$ cat config.mk
export PLATFORM = sky130hd
export DESIGN_NAME = climate_hysteresis_relay_controller_top
export DESIGN_NICKNAME = d
export VERILOG_FILES = /design/src/hw/rtl/chrc_pkg.sv /design/src/hw/rtl/chrc_eval.sv /design/src/hw/rtl/climate_hysteresis_relay_controller_top.sv
export VERILOG_INCLUDE_DIRS = /design/src /design/src/hw/rtl
export SDC_FILE = /design/constraint.sdc
export NUM_CORES = 1
export LEC_CHECK = 0
export BUFFER_PORTS_ARGS = -buffer_cell sky130_fd_sc_hd__buf_2
export CAP_MARGIN = 20
export CELL_PAD_IN_SITES_DETAIL_PLACEMENT = 2
export CELL_PAD_IN_SITES_GLOBAL_PLACEMENT = 2
export CORE_MARGIN = 5
export CORE_UTILIZATION = 38
export DETAILED_ROUTE_END_ITERATION = 7
export PLACE_DENSITY = 0.9
export SLEW_MARGIN = 20
export SYNTH_ARGS = -nofsm -noshare
export SYNTH_HDL_FRONTEND = slang
export SYNTH_SLANG_ARGS = --single-unit
export TNS_END_PERCENT = 100
$ cat constraint.sdc
create_clock -name i_clk -period 4.5 [get_ports i_clk]
set_input_delay 0.9 -clock i_clk [delete_from_list [all_inputs] [get_ports i_clk]]
set_output_delay 0.9 -clock i_clk [all_outputs]
set_load 0.1 [all_outputs]
$ cat src/hw/rtl/climate_hysteresis_relay_controller_top_defines.svh
// assertion macros used by the climate relay controller top rtl
`ifndef CLIMATE_HYSTERESIS_RELAY_CONTROLLER_TOP_DEFINES_SVH
`define CLIMATE_HYSTERESIS_RELAY_CONTROLLER_TOP_DEFINES_SVH

// same-cycle implication, checked outside reset
`define CHRC_ASSERT_SAME(lbl, ante, cons, msg) \
    lbl: assert property (@(posedge i_clk) disable iff (!i_rst_n) (ante) |-> (cons)) \
        else $error(msg);

// next-cycle implication, checked outside reset
`define CHRC_ASSERT_NEXT(lbl, ante, cons, msg) \
    lbl: assert property (@(posedge i_clk) disable iff (!i_rst_n) (ante) |=> (cons)) \
        else $error(msg);

`endif

$ cat src/hw/rtl/chrc_pkg.sv
// types, codes and reset values for the climate relay controller
package chrc_pkg;

    localparam logic [6:0] LIMIT_MAX         = 7'd99;
    localparam logic [6:0] TEMP_LIMIT_RESET  = 7'd35;
    localparam logic [6:0] HUMID_LIMIT_RESET = 7'd70;
    localparam logic [6:0] GAS_LIMIT_RESET   = 7'd6;

    localparam logic CMD_KEY    = 1'b0;
    localparam logic CMD_SAMPLE = 1'b1;

    localparam logic [2:0] KEY_NONE  = 3'd0;
    localparam logic [2:0] KEY_MENU  = 3'd1;
    localparam logic [2:0] KEY_UP    = 3'd2;
    localparam logic [2:0] KEY_DOWN  = 3'd3;
    localparam logic [2:0] KEY_ENTER = 3'd4;

    localparam logic [1:0] ALARM_NORMAL  = 2'd0;
    localparam logic [1:0] ALARM_ACTIVE  = 2'd1;
    localparam logic [1:0] ALARM_PREHEAT = 2'd2;

    typedef enum logic [2:0] {
        SCREEN_HOME   = 3'd0,
        SCREEN_TEMP   = 3'd1,
        SCREEN_HUMID  = 3'd2,
        SCREEN_GAS    = 3'd3,
        SCREEN_MANUAL = 3'd4
    } t_screen;

    typedef struct packed {
        logic               command;
        logic [2:0]         key_number;
        logic signed [11:0] temperature_tenths;
        logic [9:0]         humidity_tenths;
        logic [13:0]        gas_thousandths;
        logic               preheating;
    } t_item;

    // relay bit order: bit0 dehumidifier, bit1 sterilizer, bit2 fan
    typedef struct packed {
        t_screen    screen;
        logic       manual;
        logic [6:0] temp_limit;
        logic [6:0] humid_limit;
        logic [6:0] gas_limit;
        logic       humid_latch;
        logic       heat_latch;
        logic       gas_latch;
        logic [2:0] relay_drive;
        logic [2:0] auto_relay;
        logic [2:0] manual_relay;
        logic       buzzer;
        logic [1:0] alarm;
    } t_state;

    localparam t_state STATE_RESET = '{
        screen:       SCREEN_HOME,
        manual:       1'b0,
        temp_limit:   TEMP_LIMIT_RESET,
        humid_limit:  HUMID_LIMIT_RESET,
        gas_limit:    GAS_LIMIT_RESET,
        humid_latch:  1'b0,
        heat_latch:   1'b0,
        gas_latch:    1'b0,
        relay_drive:  3'b000,
        auto_relay:   3'b000,
        manual_relay: 3'b000,
        buzzer:       1'b0,
        alarm:        ALARM_NORMAL
    };

    typedef struct packed {
        logic [2:0] relay;
        logic       buzzer;
        logic [1:0] alarm;
        logic [2:0] screen;
        logic       manual;
        logic       save;
        logic [6:0] temp_limit;
        logic [6:0] humid_limit;
        logic [6:0] gas_limit;
    } t_result;

endpackage

$ cat src/hw/rtl/chrc_eval.sv
// next-state logic for one key press or sensor sample
module chrc_eval (
    input  chrc_pkg::t_state i_state,
    input  chrc_pkg::t_item  i_item,
    output chrc_pkg::t_state o_state,
    output logic             o_save
);

    logic [9:0]         hl10;
    logic [9:0]         tl10;
    logic [9:0]         gl10;
    logic [9:0]         gclr10;
    logic signed [13:0] t14;
    logic signed [13:0] tl14;
    logic [1:0]         bit_idx;
    logic [2:0]         bit_mask;
    logic [2:0]         toggled;
    logic               hum_n;
    logic               heat_n;
    logic               gas_n;
    logic [2:0]         relays;
    logic               any_latch;

    // limits times ten, shift-add
    assign hl10 = {i_state.humid_limit, 3'b000} + {2'b00, i_state.humid_limit, 1'b0};
    assign tl10 = {i_state.temp_limit, 3'b000} + {2'b00, i_state.temp_limit, 1'b0};
    assign gl10 = {i_state.gas_limit, 3'b000} + {2'b00, i_state.gas_limit, 1'b0};
    assign gclr10 = (i_state.gas_limit != 7'd0) ? (gl10 - 10'd10) : 10'd0;

    assign t14  = 14'($signed(i_item.temperature_tenths));
    assign tl14 = $signed({4'b0000, tl10});

    // keys 2..4 select relay bits 0..2
    assign bit_idx  = 2'(i_item.key_number[1:0] - 2'd2);
    assign bit_mask = 3'b001 << bit_idx;
    assign toggled  = i_state.manual_relay ^ bit_mask;

    always_comb begin
        if ({1'b0, i_item.humidity_tenths} > {1'b0, hl10}) begin
            hum_n = 1'b1;
        end else if (({1'b0, i_item.humidity_tenths} + 11'd20) <= {1'b0, hl10}) begin
            hum_n = 1'b0;
        end else begin
            hum_n = i_state.humid_latch;
        end

        if (t14 > tl14) begin
            heat_n = 1'b1;
        end else if ((t14 + 14'sd10) <= tl14) begin
            heat_n = 1'b0;
        end else begin
            heat_n = i_state.heat_latch;
        end

        if (i_item.preheating) begin
            gas_n = 1'b0;
        end else if (i_item.gas_thousandths >= {4'b0000, gl10}) begin
            gas_n = 1'b1;
        end else if (i_item.gas_thousandths <= {4'b0000, gclr10}) begin
            gas_n = 1'b0;
        end else begin
            gas_n = i_state.gas_latch;
        end

        relays    = {heat_n | gas_n, gas_n, hum_n};
        any_latch = hum_n | heat_n | gas_n;
    end

    always_comb begin
        o_state = i_state;
        o_save  = 1'b0;
        if (i_item.command == chrc_pkg::CMD_KEY) begin
            if (i_item.key_number == chrc_pkg::KEY_ENTER
                    && i_state.screen == chrc_pkg::SCREEN_HOME) begin
                o_state.screen       = chrc_pkg::SCREEN_MANUAL;
                o_state.manual       = 1'b1;
                o_state.manual_relay = i_state.auto_relay;
                o_state.buzzer       = 1'b0;
            end else if (i_item.key_number == chrc_pkg::KEY_ENTER
                    && i_state.screen != chrc_pkg::SCREEN_MANUAL) begin
                o_save         = 1'b1;
                o_state.screen = chrc_pkg::SCREEN_HOME;
            end else if (i_item.key_number != chrc_pkg::KEY_NONE
                    && i_item.key_number <= chrc_pkg::KEY_ENTER) begin
                if (i_state.screen == chrc_pkg::SCREEN_MANUAL) begin
                    if (i_item.key_number == chrc_pkg::KEY_MENU) begin
                        // relays and buzzer keep their levels
                        o_state.screen = chrc_pkg::SCREEN_HOME;
                        o_state.manual = 1'b0;
                    end else begin
                        o_state.manual_relay = toggled;
                        o_state.relay_drive  = (i_state.relay_drive & ~bit_mask)
                                             | (toggled & bit_mask);
                    end
                end else begin
                    unique case (i_item.key_number)
                        chrc_pkg::KEY_MENU: begin
                            unique case (i_state.screen)
                                chrc_pkg::SCREEN_HOME:  o_state.screen = chrc_pkg::SCREEN_TEMP;
                                chrc_pkg::SCREEN_TEMP:  o_state.screen = chrc_pkg::SCREEN_HUMID;
                                chrc_pkg::SCREEN_HUMID: o_state.screen = chrc_pkg::SCREEN_GAS;
                                default:                o_state.screen = chrc_pkg::SCREEN_HOME;
                            endcase
                        end
                        chrc_pkg::KEY_UP: begin
                            if (i_state.screen == chrc_pkg::SCREEN_TEMP
                                    && i_state.temp_limit < chrc_pkg::LIMIT_MAX) begin
                                o_state.temp_limit = i_state.temp_limit + 7'd1;
                            end
                            if (i_state.screen == chrc_pkg::SCREEN_HUMID
                                    && i_state.humid_limit < chrc_pkg::LIMIT_MAX) begin
                                o_state.humid_limit = i_state.humid_limit + 7'd1;
                            end
                            if (i_state.screen == chrc_pkg::SCREEN_GAS
                                    && i_state.gas_limit < chrc_pkg::LIMIT_MAX) begin
                                o_state.gas_limit = i_state.gas_limit + 7'd1;
                            end
                        end
                        chrc_pkg::KEY_DOWN: begin
                            if (i_state.screen == chrc_pkg::SCREEN_TEMP
                                    && i_state.temp_limit > 7'd1) begin
                                o_state.temp_limit = i_state.temp_limit - 7'd1;
                            end
                            if (i_state.screen == chrc_pkg::SCREEN_HUMID
                                    && i_state.humid_limit > 7'd1) begin
                                o_state.humid_limit = i_state.humid_limit - 7'd1;
                            end
                            if (i_state.screen == chrc_pkg::SCREEN_GAS
                                    && i_state.gas_limit > 7'd0) begin
                                o_state.gas_limit = i_state.gas_limit - 7'd1;
                            end
                        end
                        default: begin
                        end
                    endcase
                end
            end
        end else if (!i_state.manual) begin
            o_state.humid_latch = hum_n;
            o_state.heat_latch  = heat_n;
            o_state.gas_latch   = gas_n;
            o_state.relay_drive = relays;
            o_state.auto_relay  = relays;
            o_state.buzzer      = any_latch;
            o_state.alarm       = any_latch ? chrc_pkg::ALARM_ACTIVE
                                : (i_item.preheating ? chrc_pkg::ALARM_PREHEAT
                                                     : chrc_pkg::ALARM_NORMAL);
        end
    end

endmodule

$ cat src/hw/rtl/climate_hysteresis_relay_controller_top.sv
// climate relay controller: menu keys, limit editing and hysteresis relay drive
//
// input channel: i_valid / o_stall with one key press (command 0) or one
// sensor sample (command 1) per beat. output channel: o_valid / i_stall,
// exactly one result beat per input beat, in order, holding the relay,
// buzzer, alarm, screen and limit state after that event plus a one-beat
// save request.
// each beat passes one input register, then the next-state logic
// writes the state registers and the output register together.
// throughput is one beat per cycle when not stalled; the state loop closes
// through compare and select logic, so each beat sees the prior beat's state.
// when the receiver stalls, the result stays in the output register and one
// more beat waits in the input register; o_stall rises only when both are
// full and the output is not taken.
// reset (synchronous, active low) empties both registers, sets the limits to
// 35, 70 and 6, the home screen, automatic mode and all relays off.
`include "climate_hysteresis_relay_controller_top_defines.svh"

module climate_hysteresis_relay_controller_top (
    input  logic               i_clk,
    input  logic               i_rst_n,
    input  logic               i_valid,
    output logic               o_stall,
    input  logic               i_command,
    input  logic [2:0]         i_key_number,
    input  logic signed [11:0] i_temperature_tenths,
    input  logic [9:0]         i_humidity_tenths,
    input  logic [13:0]        i_gas_thousandths,
    input  logic               i_preheating,
    output logic               o_valid,
    input  logic               i_stall,
    output logic               o_dehumidifier_on,
    output logic               o_sterilizer_on,
    output logic               o_fan_on,
    output logic               o_buzzer_on,
    output logic [1:0]         o_alarm_status,
    output logic [2:0]         o_screen,
    output logic               o_manual_active,
    output logic               o_save_pulse,
    output logic [6:0]         o_temperature_limit,
    output logic [6:0]         o_humidity_limit,
    output logic [6:0]         o_gas_limit
);

    logic              r_in_vld;
    chrc_pkg::t_item   r_in;
    chrc_pkg::t_state  r_state;
    chrc_pkg::t_state  n_state;
    logic              n_save;
    logic              r_out_vld;
    chrc_pkg::t_result r_out;
    logic              move;
    logic              accept;

    assign move    = r_in_vld && (!r_out_vld || !i_stall);
    assign o_stall = r_in_vld && !move;
    assign accept  = i_valid && !o_stall;

    chrc_eval u_eval (
        .i_state (r_state),
        .i_item  (r_in),
        .o_state (n_state),
        .o_save  (n_save)
    );

    always_ff @(posedge i_clk) begin
        if (!i_rst_n) begin
            r_in_vld  <= 1'b0;
            r_out_vld <= 1'b0;
            r_state   <= chrc_pkg::STATE_RESET;
        end else begin
            if (accept) begin
                r_in_vld <= 1'b1;
            end else if (move) begin
                r_in_vld <= 1'b0;
            end
            if (move) begin
                r_state   <= n_state;
                r_out_vld <= 1'b1;
            end else if (!i_stall) begin
                r_out_vld <= 1'b0;
            end
        end
    end

    // payload registers
    always_ff @(posedge i_clk) begin
        if (accept) begin
            r_in <= '{
                command:            i_command,
                key_number:         i_key_number,
                temperature_tenths: i_temperature_tenths,
                humidity_tenths:    i_humidity_tenths,
                gas_thousandths:    i_gas_thousandths,
                preheating:         i_preheating
            };
        end
        if (move) begin
            r_out <= '{
                relay:       n_state.relay_drive,
                buzzer:      n_state.buzzer,
                alarm:       n_state.alarm,
                screen:      n_state.screen,
                manual:      n_state.manual,
                save:        n_save,
                temp_limit:  n_state.temp_limit,
                humid_limit: n_state.humid_limit,
                gas_limit:   n_state.gas_limit
            };
        end
    end

    assign o_valid             = r_out_vld;
    assign o_dehumidifier_on   = r_out.relay[0];
    assign o_sterilizer_on     = r_out.relay[1];
    assign o_fan_on            = r_out.relay[2];
    assign o_buzzer_on         = r_out.buzzer;
    assign o_alarm_status      = r_out.alarm;
    assign o_screen            = r_out.screen;
    assign o_manual_active     = r_out.manual;
    assign o_save_pulse        = r_out.save;
    assign o_temperature_limit = r_out.temp_limit;
    assign o_humidity_limit    = r_out.humid_limit;
    assign o_gas_limit         = r_out.gas_limit;

    `CHRC_ASSERT_SAME(a_manual_screen, o_valid, o_manual_active == (o_screen == 3'(chrc_pkg::SCREEN_MANUAL)), "manual flag and manual screen disagree")
    `CHRC_ASSERT_SAME(a_save_home, o_valid && o_save_pulse, o_screen == 3'(chrc_pkg::SCREEN_HOME) && !o_manual_active, "save beat not on home screen")
    `CHRC_ASSERT_SAME(a_limit_range, 1'b1, r_state.temp_limit >= 7'd1 && r_state.temp_limit <= chrc_pkg::LIMIT_MAX && r_state.humid_limit >= 7'd1 && r_state.humid_limit <= chrc_pkg::LIMIT_MAX && r_state.gas_limit <= chrc_pkg::LIMIT_MAX, "limit out of range")
    `CHRC_ASSERT_NEXT(a_manual_ignores_sample, move && r_in.command == chrc_pkg::CMD_SAMPLE && r_state.manual, r_state == $past(r_state), "sample changed state in manual mode")

endmodule

==> summary.md, run 1 <==
| Metric | Value |
|---|---|
| Outcome | `completed` |
| Overall Global Routing Usage | `23.4%` |
| CP startpoint kind | `register` |
| Area share of the largest cell type after synthesis | `just under 30%` |
| Fin Setup TNS | `0 ps` |
| Clock transition at the registers of the reported paths | `~60 ps` |
| Vias | `approximately 6.8k` |
| DP Wirelength | `18,000 um` |
| Vias in the first global route | `7,578` |
| Pre-CTS WS | `95.4 ps` |
| Critical path type | `register to register` |
| Pin count of the biggest net entering global routing | `44` |
| Rel. slew slack | `between 30 and 40%` |
| Die Y | `151 um` |
| Via-to-Cell Ratio | `5.91` |
| RD Place Congestion | `0.804` |
| PwrDens | `344 nW/um^2` |
| Initial DRC Count | `369` |
| Top cells by area, synth | `edfxtp_1 (29%), ha_1 (13%), dfxtp_1 (11%), o21ai_0 (3.2%), xnor2_1 (3.2%)` |
| Area grow syn2layout | `17.2%` |
| Main synth FF type | `edfxtp_1` |
| DIE WIDTH | `151 um` |
| Critical Path AT | `4590 ps` |
| Slew Viols, Final | `0` |
| Peak supply drop | `around 270 uV` |
| CTS sink count | `113` |
| Fin crit period | `~4300 ps` |
| Crit Path Max Fanout | `12` |
| Setup WS post-layout | `175 ps` |
| Clock tree buffer depth | `2` |
| Diodes inserted | `0` |
| Synthesized Nets | `917` |
| Residual DRC | `0` |
| Top Ports | `79` |
| CP Data Required Time | `4760 ps` |
| Leakage | `~3.5 nW` |
| Remaining Overflow, GRT | `0` |
| Fmax | `around 0.23 GHz` |
| Final hold violation count | `0` |
| Drt pass-1 iters | `5` |
| CTS Root Cell | `clkbuf_16` |
| Placeable Area | `19,500 um^2` |
| Later-pin clock latency in the skew report | `430 ps` |
| Fin Clk Skew | `9.63 ps` |
| Fraction of layout cells with a size suffix above 1 | `16.7%` |
| Max_cap viols | `0` |
| Routed wire length per instance | `between 20 and 25 um` |
| Cell Area, Synth | `~7600 um^2` |
| Synth unique cells | `79` |
| Tightest Pin Transition | `1040 ps` |
| Final setup violation count | `0` |
| Sequential share of the synthesized area | `39.5%` |
| Syn Area/Cell | `9.58 um^2` |
| Post-Syn Instances | `791` |
| Starting Density | `a little under 40%` |
| Synthesized flop and latch total | `113` |
| # Post-CTS Setup Buffers | `0` |
| Initial antenna violation count | `1` |
| H-Tree Depth | `4` |
| Area leader, netlist | `edfxtp_1` |
| TritonCTS Buffers | `17` |
| CP endpoint kind | `register` |
| Drt total wl | `26,100 um` |
| Synth async-reset ratio | `0%` |
| PortBufs | `78` |
| Filler Cell Count | `2,132` |
| Synth Warn # | `0` |
| Tcrit/Tclk final | `96.1%` |
| Most frequent cells in the layout | `ha_1 (78), buf_2 (78), edfxtp_1 (73)` |
| RSZ-0062 raised after global routing | `no` |
| Final net count | `992` |
| Post-DRT Antenna Nets | `0` |
| # rows | `51` |
| CTS tree | `done` |
| Post-synth EDFFs | `73` |
| Final core area utilization | `45.5%` |
| Tightest Hold Check Type | `register to register` |
| Die Area | `approximately 23,000 um^2` |
| First-pass GRT wire length | `41,400 um` |
## worst max-delay path: stages (launching register included)
cell      delay (ps)
dfxtp_1          680
ha_1             350
a21o_1           170
a21oi_1          270
o21bai_1         130
a21oi_1          220
xor2_1           310
ha_1             300
and4_1           230
a41oi_1          330
nand3_1          170
a221oi_2         660
nor3_2           130
o21ai_1          200
## cell usage after synthesis (10+ instances only)
cell type and count:
ha_1 78, edfxtp_1 73, nand2_1 61, o21ai_0 49
a21oi_1 44, nor2_1 43, dfxtp_1 40, inv_1 34
xnor2_1 28, nand3_1 25, nor3_1 25, clkbuf_1 23
xor2_1 22, and2_1 16, o21ai_1 16, nand4_1 13
nor2b_1 13, buf_2 12, a31oi_1 10, nand2b_1 10
## cell type report
type | instances | area [um^2] | share of cell area [%]
inverters | 36 | 135 | 1.52
well taps | 265 | 332 | 3.73
multi-input cells | 604 | 4300 | 48.4
clock inverters | 10 | 133 | 1.49
flip-flops and latches | 113 | 2990 | 33.7
clock buffers | 22 | 474 | 5.34
repair buffers | 94 | 510 | 5.75
## path summary, 6_finish.rpt
| path | start | end | slack, ps | cells past startpoint |
|---|---|---|---|---|
| max reg2reg | r_state[32] | o_alarm_status[0] | 180 | 13 |
| min | r_state[7] | r_state[7] | 510 | 2 |
| min reg2reg | r_state[7] | r_state[7] | 510 | 2 |
| max | r_state[32] | o_alarm_status[0] | 180 | 13 |
## sequential cells by signal, summed over array words and instances, names as in the netlist
register	flops
o_fan_on	1
o_alarm_status	2
o_valid	1
r_in_vld	1
o_save_pulse	1
o_sterilizer_on	1
o_temperature_limit	7
r_state	38
o_buzzer_on	1
o_screen	3
o_humidity_limit	7
o_dehumidifier_on	1
o_gas_limit	7
o_manual_active	1
r_in	41
## power breakdown
group          internal, mW  switching, mW
clock                 0.910          0.515
sequential             1.16         0.0405
combinational         0.133          0.304
## timing repair
item | in CTS | in global routing
hold buffers | 0 | 0
resized for setup | 0 | 4
setup endpoints to repair | 0 | 6
## routing by layer
metal	track usage, %	share of wire, %	vias up
li1	-	-	3096
met1	28.0	42	3423
met2	41.5	52	181
met3	3.83	3.6	56
met4	9.66	2.9	2
met5	0	0.050	-
## logic make-up (layout without fill, tap and decap cells)
group / count (synthesis) / count (layout) / synth area share [%]
and+or+nand+nor: 258 / 258 / 17.9
buffers and inverters: 74 / 162 / 3.96
xor gates and xnor gates: 50 / 50 / 5.78
AOI/OAI and AO/OA: 215 / 215 / 19.1
DFF: 113 / 113 / 39.5
adders and majority gates: 81 / 81 / 13.7
## stage by stage
step | instances | hold slack, ps | power, mW | instance area (um^2)
final | 1144 | 506 | 3.06 | 8880
after global routing | 1144 | 528 | 3.17 | 8880
after CTS | 1144 | 508 | 3.08 | 8870
after detailed placement | 1112 | 488 | 1.64 | 8260
after global placement | 1112 | 464 | 1.61 | 8260
after floorplan | 791 | 443 | 1.51 | 7580
No activity file was read; power rests on OpenSTA's default activity.
==> run 2: changes to the inputs <==
Settings changed: ABC_AREA set to 1, CORE_MARGIN 5 to not set, CORE_UTILIZATION 38 to 36, TNS_END_PERCENT 100 to 30.
==> summary.md, run 2 <==
| Metric | Value |
|---|---|
| Critical path type | `register to register` |
| PortBufs | `78 (unchanged)` |
| Overall Global Routing Usage | `26.3% (+2.9 points)` |
| Cell Area, Synth | `7620 um^2 (+0.51%)` |
| Starting Density | `37.2% (-1.6 points)` |
| Syn Area/Cell | `8.11 um^2 (-15%)` |
| Fin Clk Skew | `15.7 ps (+6.07 ps)` |
| RSZ-0062 raised after global routing | `no` |
| DP Area | `8310 um^2 (+0.61%)` |
| # Post-CTS Setup Buffers | `0 (unchanged)` |
| Resize count post-CTS | `0 (unchanged)` |
| PwrDens | `395 nW/um^2 (+15%)` |
| Commonest non-fill, non-tap cell in the layout | `nand2_1` |
| Filler Cell Count | `2,315 (+8.6%)` |
| Fraction of layout cells with a size suffix above 1 | `13.2% (-3.5 points)` |
| Later-pin clock latency in the skew report | `430 ps (about the same)` |
| Fin Setup TNS | `0 ps (unchanged)` |
| FF-to-FF path depth | `21 (+8)` |
| Tightest Hold Check Type | `register to register` |
| Final hold violation count | `0 (unchanged)` |
| Critical path's slowest cell | `dfxtp_1` |
| DIE WIDTH | `147 um (-2.5%)` |
| Residual DRC | `0 (unchanged)` |
| Die Area | `21,700 um^2 (-4.9%)` |
| CP startpoint kind | `register` |
| CP endpoint kind | `register` |
| Vias in the first global route | `8,239 (+8.7%)` |
| CTS tree | `done` |
| Reg2reg start | `r_state[17]` |
| Leakage | `3.98 nW (+13%)` |
| First-pass GRT wire length | `44,300 um (+7.0%)` |
| TritonCTS Buffers | `17 (unchanged)` |
| Drt pass-1 iters | `4 (-1)` |
| CP Data Required Time | `4670 ps (-90 ps)` |
| Top Registers | `r_in: 41 flops, r_state: 38 flops` |
| CTS Hold Bufs | `0 (unchanged)` |
| # rows | `52 (+2.0%)` |
| WHS Path Cells | `2 (unchanged)` |
| Rel. slew slack | `28.3% (-1.9 points)` |
| Pre-CTS WS | `460 ps (+365 ps)` |
| CP most frequent cell | `nand2_1` |
| Post-synth EDFFs | `73 (unchanged)` |
| Max FFs per register | `41 (unchanged)` |
| Fmax | `0.246 GHz (+6.5%)` |
| Placeable Area | `20,500 um^2 (+5.0%)` |
| Final hold slack | `495 ps (-11.8 ps)` |
| Synthesized Nets | `1,065 (+16%)` |
| Initial DRC Count | `426 (+15%)` |
| Tightest Pin Transition | `1070 ps (+26.0 ps)` |
| Setup WS post-layout | `440 ps (+265 ps)` |
| DP Wirelength | `19,000 um (+5.9%)` |
| Largest Register | `r_in` |
| Reg2reg setup slack | `440 ps (+260 ps)` |
| Final net count | `1,149 (+16%)` |
| Synth unique cells | `48 (-39%)` |
| Capture point of the worst reg-to-reg path | `o_alarm_status[0]` |
| Synth Warn # | `0 (unchanged)` |
| Top cells by area, synth | `edfxtp_1 (29%), ha_1 (13%), dfxtp_1 (11%), nand2_1 (7.6%), inv_1 (6.4%)` |
| Non-Filler Instances | `1,306 (+14%)` |
| Drt total wl | `27,300 um (+4.6%)` |
| Pin count of the biggest net entering global routing | `67 (+52%)` |
| Synth cell count leaders | `nand2_1 (154), inv_1 (130), a21oi_1 (80)` |
| Area leader, netlist | `edfxtp_1` |
| Post-DRT Antenna Nets | `0 (unchanged)` |
| Synthesized flop and latch total | `113 (unchanged)` |
| Via-to-Cell Ratio | `5.56 (-5.9%)` |
| CP peak stage delay | `480 ps (-200 ps)` |
| Register area | `2990 um^2 (about the same)` |
| Crit Path Max Fanout | `7 (-5)` |
| Main synth FF type | `edfxtp_1` |
| CTS sink count | `113 (unchanged)` |
| Tcrit/Tclk final | `90.2% (-5.9 points)` |
| Multi-input logic area | `4020 um^2 (-6.5%)` |
| Initial antenna violation count | `0 (-1)` |
| Most frequent cells in the layout | `nand2_1 (154), inv_1 (129), a21oi_1 (80)` |
| Sequential share of the synthesized area | `39.3% (-0.20 points)` |
| Crit path cell chain | `ha_1 > inv_1 > fa_1 > o21ai_0 > xor2_1 > inv_1 > a21oi_1 > o21ai_0 > ha_1 > a21oi_1 > nor2_1 > a211oi_1 > o21ai_0 > nand3_1 > nand2_1 > nor2_1 > nand2_1 > nand2_1 > nand2_1 > nand2_1 > o21ai_0` |
| RD Place Congestion | `0.830 (+3.2%)` |
| Top Ports | `79 (unchanged)` |
| WHS Endpoint | `r_state[3]` |
| Inst Count DP | `1,274 (+15%)` |
| Synth async-reset ratio | `0% (unchanged)` |
| Post-Layout Inst Area | `8900 um^2 (+0.23%)` |
| Die Y | `147 um (-2.5%)` |
| Clock transition at the registers of the reported paths | `60 ps (about the same)` |
| Area grow syn2layout | `16.9%` |
| Post-Syn Instances | `939 (+19%)` |
| Remaining Overflow, GRT | `0 (unchanged)` |
| Routed wire length per instance | `20.9 um (-8.3%)` |
| Peak supply drop | `291 uV (+5.8%)` |
| Clock tree buffer depth | `2 (unchanged)` |
| Outcome | `completed` |
| Critical Path AT | `4230 ps (-360 ps)` |
| Diodes inserted | `0 (unchanged)` |
| CTS Root Cell | `clkbuf_16` |
| Fin crit period | `4060 ps (-265 ps)` |
| Vias | `7,256 (+7.4%)` |
| Worst Min Path Start | `r_state[3]` |
| Max_cap viols | `0 (unchanged)` |
| Final setup violation count | `0 (unchanged)` |
| Count leader, synth | `nand2_1` |
| H-Tree Depth | `4 (unchanged)` |
| Area share of the largest cell type after synthesis | `28.8% (-0.15 points)` |
| Slew Viols, Final | `0 (unchanged)` |
run 2: power breakdown:
part	switching, mW	internal, mW
Sequential	0.0686	1.18
Combinational	0.610	0.265
Clock	0.512	0.878
run 2: cell type report:
cell class | instances | share of cell area (%)
timing repair buffer | 84 | 4.89
clock buffer | 21 | 5.06
multi-input combinational | 667 | 45.2
clock inverter | 11 | 1.55
tap | 270 | 3.80
inverter | 140 | 5.90
sequential | 113 | 33.6
run 2: logic make-up (layout without fill, tap and decap cells):
logic type,after synthesis,after routing,synth area share (%)
compound gates,216,216,15.8
xor+xnor,32,32,3.68
fa+ha+maj,81,81,13.6
buf+inv,159,256,7.98
flops,113,113,39.3
simple gates,338,338,19.6
run 2: how the worst max path moves through the flow:
stage	end	cells past startpoint	from
after global placement	o_alarm_status[0]	21	r_state[17]
after floorplan	r_in[0]	5	o_valid
after global routing	o_alarm_status[0]	21	r_state[15]
final	o_alarm_status[0]	21	r_state[17]
after CTS	o_alarm_status[0]	21	r_state[15]
after detailed placement	o_alarm_status[0]	20	r_state[15]
run 2: critical path: cells and delay by family (launching register included):
family	cells	cell delay [ps]
AO/OA/AOI/OAI	7	1160
adder cells (fa/ha/maj)	3	970
AND/OR/NAND/NOR	8	780
flip-flops	1	480
XOR/XNOR	1	240
buffers and inverters	2	180
run 2: per-stage QoR:
stage,power [mW],utilization [%]
final,3.51,43.4
after global routing,3.67,43.4
after CTS,3.54,43.4
after detailed placement,2.11,40.6
after global placement,2.03,40.6
after floorplan,1.84,-
run 2: layer usage:
layer	GRT usage (%)	part of all wire [%]	up-vias	wire length, um
met5	0	0	-	0
met4	11.1	3.0	0	830
met3	4.66	3.0	57	814
met2	47.5	52	161	14200
met1	30.4	42	3653	11500
li1	-	-	3385	-
==> run 3: changes to the inputs <==
Settings changed: ABC_AREA 1 to not set, CORE_UTILIZATION 36 to 38, GPL_TIMING_DRIVEN set to 0.
==> summary.md, run 3 (synthesized netlist as in run 1, its figures left out) <==
| Metric | Value |
|---|---|
| Critical Path AT | `4630 ps (+400 ps)` |
| Non-Filler Instances | `1,168 (-11%)` |
| Top Registers | `r_in: 41 flops, r_state: 38 flops` |
| Rel. slew slack | `52.4% (+24 points)` |
| Critical path destination | `r_state[11]` |
| CTS Root Cell | `clkbuf_16` |
| Max FFs per register | `41 (unchanged)` |
| Slew Viols, Final | `0 (unchanged)` |
| Vias | `6,989 (-3.7%)` |
| Starting Density | `38.8% (+1.6 points)` |
| WHS Path Cells | `2 (unchanged)` |
| Largest Register | `r_in` |
| Fin crit period | `4280 ps (+222 ps)` |
| Fin Clk Skew | `12.0 ps (-3.67 ps)` |
| Reg power frac | `37.9% (+2.4 points)` |
| CTS Hold Bufs | `0 (unchanged)` |
| Drt pass-1 iters | `5 (+1)` |
| Outcome | `completed` |
| RD Place Congestion | `0.833 (+0.31%)` |
| TritonCTS Buffers | `17 (unchanged)` |
| Internal power | `2.23 mW (-4.1%)` |
| Tightest Pin Transition | `714 ps (-354 ps)` |
| Die Y | `143 um (-2.9%)` |
| First-pass GRT wire length | `44,400 um (+0.41%)` |
| Post-DRT Antenna Nets | `0 (unchanged)` |
| DR WL met2 | `14,500 um (+2.5%)` |
| Residual DRC | `0 (unchanged)` |
| Fmax | `0.234 GHz (-5.2%)` |
| Routed wl met3 | `1200 um (+48%)` |
| Tcrit/Tclk final | `95.1% (+4.9 points)` |
| Drt total wl | `28,100 um (+3.1%)` |
| Vias in the first global route | `7,989 (-3.0%)` |
| DP Wirelength | `19,100 um (+0.33%)` |
| Filler Cell Count | `2,068 (-11%)` |
| Clock transition at the registers of the reported paths | `60 ps (about the same)` |
| Later-pin clock latency in the skew report | `440 ps (about the same)` |
| Top sig layer | `met4` |
| DIE WIDTH | `143 um (-2.9%)` |
| CP Data Required Time | `4850 ps (+180 ps)` |
| PwrDens | `348 nW/um^2 (-12%)` |
| Capture point of the worst reg-to-reg path | `r_state[11]` |
| Comb power frac | `14.6% (-10 points)` |
| CTS tree | `done` |
| Crit Path Max Fanout | `10 (+3)` |
| Via-to-Cell Ratio | `5.98 (+7.7%)` |
| Reg2reg start | `r_state[30]` |
| PortBufs | `78 (unchanged)` |
| Fraction of layout cells with a size suffix above 1 | `17.3% (+4.1 points)` |
| Pin count of the biggest net entering global routing | `28 (-58%)` |
| Clock network fraction of design power | `47.5% (+7.9 points)` |
| CTS sink count | `113 (unchanged)` |
| Max_cap viols | `0 (unchanged)` |
| Final net count | `1,016 (-12%)` |
| # rows | `51 (-1.9%)` |
| Area grow syn2layout | `19.5%` |
| H-Tree Depth | `4 (unchanged)` |
| Final hold violation count | `0 (unchanged)` |
| Peak supply drop | `271 uV (-6.7%)` |
| Initial DRC Count | `396 (-7.0%)` |
| Tightest Hold Check Type | `register to register` |
| Remaining Overflow, GRT | `0 (unchanged)` |
| Reg2reg setup slack | `220 ps (-220 ps)` |
| CP endpoint kind | `register` |
| Inst Count DP | `1,136 (-11%)` |
| Leakage | `3.59 nW (-9.6%)` |
| Routed wire length per instance | `24.1 um (+15%)` |
| # Post-CTS Setup Buffers | `0 (unchanged)` |
| Clock tree buffer depth | `2 (unchanged)` |
| Met1 wire length | `11,200 um (-1.9%)` |
| Final core area utilization | `46.4% (+2.9 points)` |
| Total Power | `3.15 mW (-10%)` |
| Critical path type | `register to register` |
| CP Launch Point | `r_state[30]` |
| Sw frac | `29.3% (-4.6 points)` |
| Most frequent cells in the layout | `buf_2 (90), ha_1 (78), edfxtp_1 (73)` |
| Commonest non-fill, non-tap cell in the layout | `buf_2` |
| FF-to-FF path depth | `13 (-38%)` |
| Initial antenna violation count | `0 (unchanged)` |
| Fin Setup TNS | `0 ps (unchanged)` |
| CP startpoint kind | `register` |
| Diodes inserted | `0 (unchanged)` |
| Placeable Area | `19,500 um^2 (-4.7%)` |
| Final setup violation count | `0 (unchanged)` |
| Top Ports | `79 (unchanged)` |
| Overall Global Routing Usage | `29.1% (+2.8 points)` |
| P_sw | `923 uW (-22%)` |
| Die Area | `20,500 um^2 (-5.7%)` |
run 3: cell count changes in the layout (fill, tap and decap cells not counted), moves of 13 or more:
cell / change
inv_1: -95
nand2_1: -93
and2_1: +13
a21oi_1: -36
nor2_1: -23
nand3_1: -40
o21ai_0: -30
clkbuf_1: +18
xnor2_1: +19
run 3: worst min-delay path by stage:
| stage | from | to | slack, ps |
|---|---|---|---|
| 6_report | r_state[2] | r_state[2] | 540 |
| 4_1_cts | r_state[2] | r_state[2] | 530 |
| 3_3_place_gp | r_state[2] | r_state[2] | 460 |
| 2_1_floorplan | r_state[7] | r_state[7] | 440 |
| 5_1_grt | r_state[2] | r_state[2] | 560 |
| 3_5_place_dp | r_state[13] | r_state[13] | 500 |
run 3: power groups by stage:
stage / registers, mW / clock network, mW / logic, mW
final: 1.19 / 1.50 / 0.461
after global routing: 1.20 / 1.55 / 0.496
after CTS: 1.19 / 1.51 / 0.454
after detailed placement: 1.21 / 0 / 0.438
after global placement: 1.21 / 0 / 0.404
after floorplan: 1.30 / 0 / 0.212
run 3: timing repair:
action	4_1_cts	5_1_grt
endpoints found under the setup margin	8	11
gates resized for setup	4	12
pin swaps	0	1
run 3: through the flow:
step	hold slack [ps]	cell area [um^2]	worst slack (ps)
global placement	462	8300	61.5
CTS	528	9000	42.9
finish	536	9050	219
floorplan	443	7580	631
global route	562	9050	-4.16
detailed placement	503	8360	-74.5
run 3: worst max-delay path, cell delays in order (launching register included):
cell and delay [ps]:
dfxtp_1 580, ha_1 310, a21o_1 160, a21oi_1 250
o21bai_1 130, a21oi_1 310, xor2_1 340, ha_1 320
and4_1 250, a41oi_1 330, nand3_1 190, a221oi_4 580
nor3_1 170, nor3b_1 260
run 3: layout make-up:
cell class / count / area [um^2] / area share [%]
multi-input combinational: 604 / 4350 / 48.0
sequential: 113 / 3000 / 33.1
clock inverter: 15 / 209 / 2.31
clock buffer: 17 / 425 / 4.70
tap: 265 / 332 / 3.66
inverter: 36 / 135 / 1.49
timing repair buffer: 80 / 438 / 4.84
buffer: 38 / 170 / 1.88
run 3: layer usage:
layer / up-vias / GRT usage, %
met5: - / 0
li1: 3140 / -
met1: 3532 / 32.5
met3: 98 / 4.76
met2: 219 / 52.6
met4: 0 / 15.6
